===== src/rtl/adap_pkg.sv =====
// Shared constants and tables for the air-data angles and pressure block.
// Used by adap_cordic and air_data_angles_and_pressure_top; no dependencies.
package adap_pkg;

  localparam int CORDIC_STEPS = 16;
  localparam int CNT_W        = 5;

  localparam logic signed [33:0] HALF_PI_Q30 = 34'sd1686629713;
  localparam logic signed [17:0] ALPHA_MAX   = 18'sd25736;
  localparam logic signed [17:0] BETA_MAX    = 18'sd12868;
  localparam logic [32:0]        RATE_MAX    = 33'd16384;

  // Truncated atan(2^-i) in radians Q30.
  function automatic logic [31:0] atan_q30(input logic [CNT_W-1:0] idx);
    logic [31:0] v;
    case (idx)
      5'd0:  v = 32'h3243F6A8;
      5'd1:  v = 32'h1DAC6705;
      5'd2:  v = 32'h0FADBAFC;
      5'd3:  v = 32'h07F56EA6;
      5'd4:  v = 32'h03FEAB76;
      5'd5:  v = 32'h01FFD55B;
      5'd6:  v = 32'h00FFFAAA;
      5'd7:  v = 32'h007FFF55;
      5'd8:  v = 32'h003FFFEA;
      5'd9:  v = 32'h001FFFFD;
      5'd10: v = 32'h000FFFFF;
      5'd11: v = 32'h0007FFFF;
      5'd12: v = 32'h0003FFFF;
      5'd13: v = 32'h0001FFFF;
      5'd14: v = 32'h0000FFFF;
      5'd15: v = 32'h00007FFF;
      5'd16: v = 32'h00003FFF;
      5'd17: v = 32'h00001FFF;
      5'd18: v = 32'h00000FFF;
      5'd19: v = 32'h000007FF;
      5'd20: v = 32'h000003FF;
      5'd21: v = 32'h000001FF;
      5'd22: v = 32'h000000FF;
      5'd23: v = 32'h0000007F;
      default: v = 32'h0;
    endcase
    return v;
  endfunction

endpackage


===== src/rtl/adap_cordic.sv =====
// Iterative CORDIC vectoring unit: atan2(yv, xv) rounded to radians Q13.
// Depends on adap_pkg for the angle table and the iteration count.
module adap_cordic (
  input  logic                clk,
  input  logic                rst_n,
  input  logic                start,
  input  logic signed [21:0]  yv,
  input  logic signed [21:0]  xv,
  output logic                done,
  output logic signed [17:0]  angle
);

  logic                              busy_r;
  logic                              done_r;
  logic                              zero_r;
  logic [adap_pkg::CNT_W-1:0]        cnt_r;
  logic signed [48:0]                x_r;
  logic signed [48:0]                y_r;
  logic signed [33:0]                z_r;
  logic signed [48:0]                xs;
  logic signed [48:0]                ys;
  logic signed [48:0]                dx;
  logic signed [48:0]                dy;
  logic signed [33:0]                ang;
  logic signed [34:0]                zround;

  assign xs  = 49'(xv) <<< 24;
  assign ys  = 49'(yv) <<< 24;
  assign dx  = y_r >>> cnt_r;
  assign dy  = x_r >>> cnt_r;
  assign ang = $signed({2'b00, adap_pkg::atan_q30(cnt_r)});

  always_ff @(posedge clk) begin
    if (!rst_n) begin
      busy_r <= 1'b0;
      done_r <= 1'b0;
      cnt_r  <= '0;
    end else begin
      done_r <= 1'b0;
      if (start) begin
        busy_r <= 1'b1;
        cnt_r  <= '0;
        zero_r <= (xv == 22'sd0) && (yv == 22'sd0);
        // Bring a vector in the left half plane into the right half first.
        if (xs < 0) begin
          if (ys >= 0) begin
            x_r <= ys;
            y_r <= -xs;
            z_r <= adap_pkg::HALF_PI_Q30;
          end else begin
            x_r <= -ys;
            y_r <= xs;
            z_r <= -adap_pkg::HALF_PI_Q30;
          end
        end else begin
          x_r <= xs;
          y_r <= ys;
          z_r <= '0;
        end
      end else if (busy_r) begin
        if (y_r > 0) begin
          x_r <= x_r + dx;
          y_r <= y_r - dy;
          z_r <= z_r + ang;
        end else begin
          x_r <= x_r - dx;
          y_r <= y_r + dy;
          z_r <= z_r - ang;
        end
        cnt_r <= cnt_r + 1'b1;
        if (cnt_r == adap_pkg::CNT_W'(adap_pkg::CORDIC_STEPS - 1)) begin
          busy_r <= 1'b0;
          done_r <= 1'b1;
        end
      end
    end
  end

  assign zround = 35'(z_r) + 35'sd65536;
  assign angle  = zero_r ? 18'sd0 : zround[34:17];
  assign done   = done_r;

endmodule


===== src/rtl/air_data_angles_and_pressure_top.sv =====
// Air-data block: airspeed, angle of attack, alpha rate, sideslip, dynamic pressure.
// A request runs through 5 multiplier passes and a sum, two 21-step square roots with
// S_RT1_END and S_RT2_LD around them, two CORDIC runs of CORDIC_STEPS steps each and a
// 33-step divider for the alpha rate, which is skipped when step_time is zero.
// A new request is taken only in S_IDLE, once the last one is through; a result still unread stalls the sequencer.
// Synchronous active-low reset clears the sequencer, output valid, alpha reference and held rate.
module air_data_angles_and_pressure_top (
  input  logic         clk,
  input  logic         rst_n,
  input  logic         in_tvalid,
  output logic         in_tready,
  // vel_x, vel_y, vel_z, wind_x, wind_y, wind_z, air_density, step_time, pad
  input  logic [151:0] in_tdata,
  input  logic         in_tlast,   // end_of_step
  output logic         out_tvalid,
  input  logic         out_tready,
  // airspeed, attack_angle, attack_rate, sideslip_angle, dynamic_pressure, pad
  output logic [95:0]  out_tdata
);

  typedef enum logic [4:0] {
    S_IDLE, S_SQX, S_SQY, S_SQZ, S_SUM, S_QLO, S_QHI, S_RT1, S_RT1_END, S_RT2_LD,
    S_RT2, S_AL_GO, S_AL_WAIT, S_DIV_LD, S_DIV, S_BE_GO, S_BE_WAIT, S_FINISH
  } state_t;

  state_t state_r, state_nxt;

  logic signed [21:0] ax_r, ay_r, az_r;
  logic [14:0]        rho_r;
  logic [15:0]        h_r;
  logic               store_r;
  logic [40:0]        sx_r;
  logic [41:0]        sy_r;
  logic [41:0]        syz_r;
  logic [41:0]        s_r;
  logic [35:0]        qlo_r;
  logic [23:0]        qbar_r;
  logic [19:0]        spd_r;
  logic [21:0]        side_r;
  logic signed [15:0] alpha_r;
  logic signed [14:0] beta_r;
  logic signed [15:0] ref_alpha_r;
  logic signed [15:0] held_rate_r;
  logic               neg_r;

  // Shared square root unit.
  logic [41:0] sq_v_r;
  logic [42:0] sq_r_r;
  logic [41:0] sq_b_r;
  logic [42:0] sq_t;

  // Divider for the alpha rate.
  logic [32:0] quo_r;
  logic [15:0] rem_r;
  logic [5:0]  dcnt_r;
  logic [16:0] dsh;

  // Shared multiplier.
  logic [20:0] mul_a;
  logic [20:0] mul_b;
  logic [41:0] prod;
  logic [57:0] qsum;
  logic [26:0] qsh;

  logic               cs_start;
  logic signed [21:0] cs_y, cs_x;
  logic               cs_done;
  logic signed [17:0] cs_angle;
  logic signed [17:0] alpha_c;
  logic signed [17:0] beta_c;
  logic signed [16:0] diff;
  logic [16:0]        diff_abs;
  logic [32:0]        rate_mag;
  logic signed [15:0] rate_s;

  logic out_valid_r;
  logic [95:0] out_data_r;

  function automatic logic [20:0] mag(input logic signed [21:0] v);
    logic signed [21:0] n;
    n = -v;
    return v[21] ? n[20:0] : v[20:0];
  endfunction

  always_comb begin
    mul_a = mag(ax_r);
    mul_b = mag(ax_r);
    case (state_r)
      S_SQY: begin mul_a = mag(ay_r); mul_b = mag(ay_r); end
      S_SQZ: begin mul_a = mag(az_r); mul_b = mag(az_r); end
      // The pressure product is formed from the low and the high half of |a|^2.
      S_QLO: begin mul_a = s_r[20:0]; mul_b = {6'd0, rho_r}; end
      S_QHI: begin mul_a = s_r[41:21]; mul_b = {6'd0, rho_r}; end
      default: ;
    endcase
  end

  assign prod = 42'(mul_a) * 42'(mul_b);
  assign qsum = ({22'd0, prod[35:0]} << 21) + 58'(qlo_r) + 58'd1073741824;
  assign qsh  = qsum[57:31];
  assign sq_t = 43'(sq_r_r) + 43'(sq_b_r);
  assign dsh  = {rem_r, quo_r[32]};

  assign cs_start = (state_r == S_AL_GO) || (state_r == S_BE_GO);
  assign cs_y     = (state_r == S_AL_GO) ? az_r : ax_r;
  assign cs_x     = (state_r == S_AL_GO) ? ay_r : side_r;

  adap_cordic u_cordic (
    .clk   (clk),
    .rst_n (rst_n),
    .start (cs_start),
    .yv    (cs_y),
    .xv    (cs_x),
    .done  (cs_done),
    .angle (cs_angle)
  );

  always_comb begin
    alpha_c = cs_angle;
    if (cs_angle > adap_pkg::ALPHA_MAX) alpha_c = adap_pkg::ALPHA_MAX;
    if (cs_angle < -adap_pkg::ALPHA_MAX) alpha_c = -adap_pkg::ALPHA_MAX;
    beta_c = cs_angle;
    if (cs_angle > adap_pkg::BETA_MAX) beta_c = adap_pkg::BETA_MAX;
    if (cs_angle < -adap_pkg::BETA_MAX) beta_c = -adap_pkg::BETA_MAX;
  end

  assign diff     = 17'(alpha_r) - 17'(ref_alpha_r);
  assign diff_abs = diff[16] ? 17'(-diff) : 17'(diff);
  assign rate_mag = (quo_r > adap_pkg::RATE_MAX) ? adap_pkg::RATE_MAX : quo_r;
  assign rate_s   = neg_r ? -16'(rate_mag) : 16'(rate_mag);

  always_comb begin
    state_nxt = state_r;
    case (state_r)
      S_IDLE:    if (in_tvalid) state_nxt = S_SQX;
      S_SQX:     state_nxt = S_SQY;
      S_SQY:     state_nxt = S_SQZ;
      S_SQZ:     state_nxt = S_SUM;
      S_SUM:     state_nxt = S_QLO;
      S_QLO:     state_nxt = S_QHI;
      S_QHI:     state_nxt = S_RT1;
      S_RT1:     if (sq_b_r == '0) state_nxt = S_RT1_END;
      S_RT1_END: state_nxt = S_RT2_LD;
      S_RT2_LD:  state_nxt = S_RT2;
      S_RT2:     if (sq_b_r == '0) state_nxt = S_AL_GO;
      S_AL_GO:   state_nxt = S_AL_WAIT;
      S_AL_WAIT: if (cs_done) state_nxt = S_DIV_LD;
      S_DIV_LD:  state_nxt = (h_r == '0) ? S_BE_GO : S_DIV;
      S_DIV:     if (dcnt_r == 6'd0) state_nxt = S_BE_GO;
      S_BE_GO:   state_nxt = S_BE_WAIT;
      S_BE_WAIT: if (cs_done) state_nxt = S_FINISH;
      S_FINISH:  if (!out_valid_r || out_tready) state_nxt = S_IDLE;
      default:   state_nxt = S_IDLE;
    endcase
  end

  always_ff @(posedge clk) begin
    if (!rst_n) begin
      state_r     <= S_IDLE;
      out_valid_r <= 1'b0;
      ref_alpha_r <= '0;
      held_rate_r <= '0;
    end else begin
      state_r <= state_nxt;
      if ((state_r == S_FINISH) && (!out_valid_r || out_tready)) begin
        out_valid_r <= 1'b1;
      end else if (out_tready) begin
        out_valid_r <= 1'b0;
      end
      case (state_r)
        S_IDLE: if (in_tvalid) begin
          ax_r    <= 22'($signed(in_tdata[19:0]))   - 22'($signed(in_tdata[79:60]));
          ay_r    <= 22'($signed(in_tdata[39:20]))  - 22'($signed(in_tdata[99:80]));
          az_r    <= 22'($signed(in_tdata[59:40]))  - 22'($signed(in_tdata[119:100]));
          rho_r   <= in_tdata[134:120];
          h_r     <= in_tdata[150:135];
          store_r <= in_tlast;
        end
        S_SQX: sx_r <= prod[40:0];
        S_SQY: sy_r <= prod;
        S_SQZ: syz_r <= sy_r + prod;
        S_SUM: s_r <= 42'(sx_r) + syz_r;
        S_QLO: qlo_r <= prod[35:0];
        S_QHI: begin
          qbar_r <= (qsh > 27'hFFFFFF) ? 24'hFFFFFF : qsh[23:0];
          sq_v_r <= s_r;
          sq_r_r <= '0;
          sq_b_r <= 42'd1 << 40;
        end
        S_RT1, S_RT2: if (sq_b_r != '0) begin
          if (43'(sq_v_r) >= sq_t) begin
            sq_v_r <= 42'(43'(sq_v_r) - sq_t);
            sq_r_r <= (sq_r_r >> 1) + 43'(sq_b_r);
          end else begin
            sq_r_r <= sq_r_r >> 1;
          end
          sq_b_r <= sq_b_r >> 2;
        end else if (state_r == S_RT2) begin
          side_r <= sq_r_r[21:0];
        end
        S_RT1_END: spd_r <= (sq_r_r > 43'hFFFFF) ? 20'hFFFFF : sq_r_r[19:0];
        S_RT2_LD: begin
          // Below 1 m/s the sideslip divisor is chosen so that it and ax lie on the 1 m/s circle.
          sq_v_r <= (s_r >= 42'd65536) ? syz_r : 42'd65536 - 42'(sx_r);
          sq_r_r <= '0;
          sq_b_r <= 42'd1 << 40;
        end
        S_AL_WAIT: if (cs_done) alpha_r <= 16'(-alpha_c);
        S_DIV_LD: begin
          neg_r  <= diff[16];
          quo_r  <= {diff_abs[15:0], 17'd0};
          rem_r  <= '0;
          dcnt_r <= 6'd32;
        end
        S_DIV: begin
          if (dsh >= 17'(h_r)) begin
            rem_r <= 16'(dsh - 17'(h_r));
            quo_r <= {quo_r[31:0], 1'b1};
          end else begin
            rem_r <= dsh[15:0];
            quo_r <= {quo_r[31:0], 1'b0};
          end
          dcnt_r <= dcnt_r - 1'b1;
        end
        S_BE_GO: begin
          if (h_r != '0) held_rate_r <= rate_s;
          if (store_r) ref_alpha_r <= alpha_r;
        end
        S_BE_WAIT: if (cs_done) beta_r <= 15'(beta_c);
        S_FINISH: if (!out_valid_r || out_tready) begin
          out_data_r[19:0]   <= spd_r;
          out_data_r[35:20]  <= alpha_r;
          out_data_r[51:36]  <= held_rate_r;
          out_data_r[66:52]  <= beta_r;
          out_data_r[90:67]  <= qbar_r;
          out_data_r[95:91]  <= '0;
        end
        default: ;
      endcase
    end
  end

  assign in_tready  = (state_r == S_IDLE);
  assign out_tvalid = out_valid_r;
  assign out_tdata  = out_data_r;

endmodule


===== config.mk =====
export PLATFORM = sky130hd
export DESIGN_NAME = air_data_angles_and_pressure_top
export DESIGN_NICKNAME = d
export VERILOG_FILES = /design/src/rtl/adap_pkg.sv /design/src/rtl/adap_cordic.sv /design/src/rtl/air_data_angles_and_pressure_top.sv
export SDC_FILE = /design/constraint.sdc
export NUM_CORES = 2
export LEC_CHECK = 0
export CAP_MARGIN = 10
export CORE_MARGIN = 1.5
export CORE_UTILIZATION = 55
export CTS_BUF_LIST = sky130_fd_sc_hd__clkbuf_16
export DETAILED_ROUTE_END_ITERATION = 8
export DONT_BUFFER_PORTS = 1
export PLACE_DENSITY = 0.78
export SLEW_MARGIN = 40
export SYNTH_ARGS = -nofsm -noshare
export SYNTH_HDL_FRONTEND = slang
export SYNTH_HIERARCHICAL = 1
export SYNTH_SLANG_ARGS = --single-unit

===== constraint.sdc =====
create_clock -name clk -period 11.21 [get_ports clk]
set_input_delay 0 -clock clk [delete_from_list [all_inputs] [get_ports clk]]
set_output_delay 0 -clock clk [all_outputs]
set_load 0.01 [all_outputs]

==> PnR_summary.wiki <==
{| class="wikitable"
! Metric !! Value
|-
| Worst Path Arrival || between 10000 and 15000 ps
|-
| Number of synthesized register bits || 835
|-
| Max-slew violation count || 0
|-
| Type of the setup path with the least slack || reg2reg
|-
| Final HPWL from detailed placement || ~230000 um
|-
| Data required time of the worst path || roughly 12000 ps
|-
| DIE AREA || 153000 um2
|-
| Per-instance average area after synthesis || between 9 and 10 um2
|-
| Family with the most delay on the worst path || adder cells
|-
| Library cell with the highest instance count after synthesis || sky130_fd_sc_hd__nand2_1
|-
| Fin Hold WS || around 51 ps
|-
| DRC errors left || 0
|-
| Post-layout minimum cycle time || between 10000 and 15000 ps
|-
| Global-route wire length before repair || between 400000 and 500000 um
|-
| Number of standard cells after synthesis || just under 9000
|-
| Fraction of layout instances using a drive strength above 1 || a little over a tenth
|-
| Largest area contributor in the netlist || sky130_fd_sc_hd__edfxtp_1
|-
| Routed vias/inst || about 6.5
|-
| Sink Count || between 800 and 900
|-
| Highest clock rate || 91.9 MHz
|-
| Boundary Pins || 255
|-
| Routed wire per std cell || 26.4 um
|-
| YS warnings || 6
|-
| TritonCTS buffer count || 96
|-
| Area growth syn-to-layout || 11.7%
|-
| First-iteration detailed-routing DRC count || 8704
|-
| Number of hold violations in the final report || 0
|-
| Clock tree from TritonCTS || built
|-
| Number of synthesized flops with an enable pin || 760
|-
| Slew at the pin with the worst max-slew slack || 910 ps
|-
| Status || complete, no violations
|-
| Most numerous cell types in the synthesized netlist || 910 x sky130_fd_sc_hd__nand2_1, 760 x sky130_fd_sc_hd__edfxtp_1, 710 x sky130_fd_sc_hd__inv_1
|-
| Top flip-flop cell by instance count after synthesis || sky130_fd_sc_hd__edfxtp_1
|-
| Share of the synthesized area in the top cell type || a little over a quarter
|-
| Critical Path Slowest Stage Cell || sky130_fd_sc_hd__fa_1
|-
| Horizontal extent of the die || ~390 um
|-
| Final WL || 297000 um
|-
| Startpoint of the worst register-to-register path || az_r[2]$_DFFE_PP_
|-
| Destination of the worst register-to-register timing path || syz_r[39]$_DFFE_PP_
|-
| Startpoint kind of the worst setup timing path || flip-flop
|-
| Stages on worst setup path || 39
|-
| Hold Crit Class || in2reg
|-
| Largest net degree at the start of global routing || roughly 160
|-
| Core footprint || roughly 150000 um2
|-
| CTS root buf || sky130_fd_sc_hd__clkbuf_16
|-
| Total routing resource utilization after global routing || 38.0%
|-
| Cell types occupying the most area after synthesis || sky130_fd_sc_hd__edfxtp_1 27%, sky130_fd_sc_hd__ha_1 9.0%, sky130_fd_sc_hd__fa_1 8.9%
|-
| Buffers added on ports || 0
|-
| Initial antenna violation count || 20
|-
| Critical Path Max Stage Delay || roughly 540 ps
|-
| Final setup violation count || 0
|-
| Async set-reset flop share out of synthesis || 0%
|-
| Last weighted congestion value of the routability-driven placer || around 1.0
|-
| Effective utilization at floorplan || 55.4%
|-
| Count of max-cap constraint violations || 0
|-
| Final Core Density || just over 60%
|-
| Worst Setup End Kind || flip-flop
|-
| Number of distinct library cells after synthesis || 134
|-
| Post-route clock skew || about 62 ps
|-
| Clock network latency to the later pin of the worst-skew pair || between 700 and 800 ps
|-
| Remaining global-route overflow || 0
|-
| Total iterations of the first detailed-routing run || 6
|-
| Number of nets with antenna violations after detailed routing || 0
|-
| Row count || 142
|-
| Clock input transition at the sequential cells of the worst setup and hold paths || roughly 70 ps
|-
| Seq/Total Area, Yosys || 29.3%
|-
| Final layout net count || approximately 10000
|-
| Critical path capture point || syz_r[39]$_DFFE_PP_
|-
| Length in cells of the worst reg-to-reg path || 39
|-
| Dominant cell type by count on the critical path || sky130_fd_sc_hd__fa_1
|-
| Die outline height || 392 um
|-
| Via count of the first global-routing pass || approximately 70000
|-
| Number of vias in the routed layout || roughly 74000
|-
| Max_slew headroom || between 30% and 40%
|-
| Cell area after technology mapping || roughly 83000 um2
|-
| Worst setup path startpoint || az_r[2]$_DFFE_PP_
|-
| H-tree depth || 3
|-
| R2r setup slk || 330 ps
|-
| CP Max Fanout || 11
|-
| Buffers plus inverters on the worst setup path || 5
|-
| Max Buffers Root-to-Sink || 3
|-
| Post-route fraction of the period consumed by the critical path || 97.0%
|-
| Origin of the worst min-delay path || in_tdata[64]
|}
[per-stage QoR]
stage	cell area (um2)	setup slack, ps	setup TNS (ps)	instances
final	92800	334	0	11267
after global routing	92800	-88.0	-222	11263
after CTS	92200	93.4	0	11238
after detailed placement	86600	58.8	0	10827
after global placement	86500	105	0	10825
after floorplan	83200	268	0	8879
[state kept, by name, indices dropped and copies added, names as in the netlist, 22 cells and up]
register / cells
sq_v_r: 42
s_r: 42
sy_r: 42
sq_r_r: 43
u_cordic/y_r: 49
u_cordic/z_r: 34
quo_r: 33
u_cordic/x_r: 49
sx_r: 41
side_r: 22
out_tdata: 91
u_cordic/ang: 30
qbar_r: 24
syz_r: 42
[worst min-delay path, delay by kind of cell]
family | cells | cell delay [ps]
buf+inv | 1 | 30
simple gates | 2 | 240
fa+ha+maj | 1 | 320
[final cells by class]
class	count	area [um2]
antenna	6	15.0
clock buffer	97	2430
clock inverter	83	895
fill	12435	57200
inverter	721	2710
multi-input combinational	6920	54700
sequential	835	24300
tap	2016	2520
timing repair buffer	589	5170
[kinds of logic after synthesis]
kind of cell / after synthesis / synth area share, %
simple gates: 2809 / 16.3
flops: 835 / 29.3
mux: 445 / 7.86
compound gates: 2051 / 16.4
buf+inv: 1124 / 5.63
fa+ha+maj: 964 / 17.8
xor+xnor: 635 / 6.71
other cells: 2 / 0.00904
[layer usage]
layer  share of wire (%)  vias up  global-route usage, %
met2                  44     4094                   58.0
met5               0.037        -                      0
met4                 5.3       18                   17.2
met1                  40    36051                   50.6
met3                  11      803                   9.99
li1                    -    32722                      -
[cells in the final DEF, fill, tap and decap left out, drive strengths merged, types with 100 or more instances in the layout]
cell         Yosys  routed
a21o           194     194
mux2           119     119
inv            714     741
nand3          148     148
fa             369     369
dlygate4sd3      0     230
xnor2          328     328
mux4           149     149
xor2           306     306
edfxtp         760     760
a31oi          103     103
nand2          912     912
nor2           711     711
nor3           202     202
mux2i          177     177
o21ai          462     462
and2           126     126
buf            117     356
nor2b          115     115
clkbuf         286     100
ha             595     595
a21oi          460     460
[worst min-delay path by stage]
stage | endpoint | slack (ps) | cells past startpoint
after floorplan | h_r[0]$_DFFE_PP_ | 100 | 0
after global placement | h_r[0]$_DFFE_PP_ | 100 | 0
after detailed placement | rho_r[1]$_DFFE_PP_ | 100 | 0
after CTS | az_r[3]$_DFFE_PP_ | 6 | 4
after global routing | ay_r[20]$_DFFE_PP_ | 50 | 3
final | ax_r[4]$_DFFE_PP_ | 50 | 4
[repair_timing]
item	CTS	global route
pin swaps	0	13
resized for setup	3	68
setup endpoints to repair	3	18
setup buffers	0	16
hold buffers	231	0
endpoints found under the hold margin	377	0
Power is not shown: default switching activity piles up to over one toggle a cycle in this logic, so the estimate is an artifact.
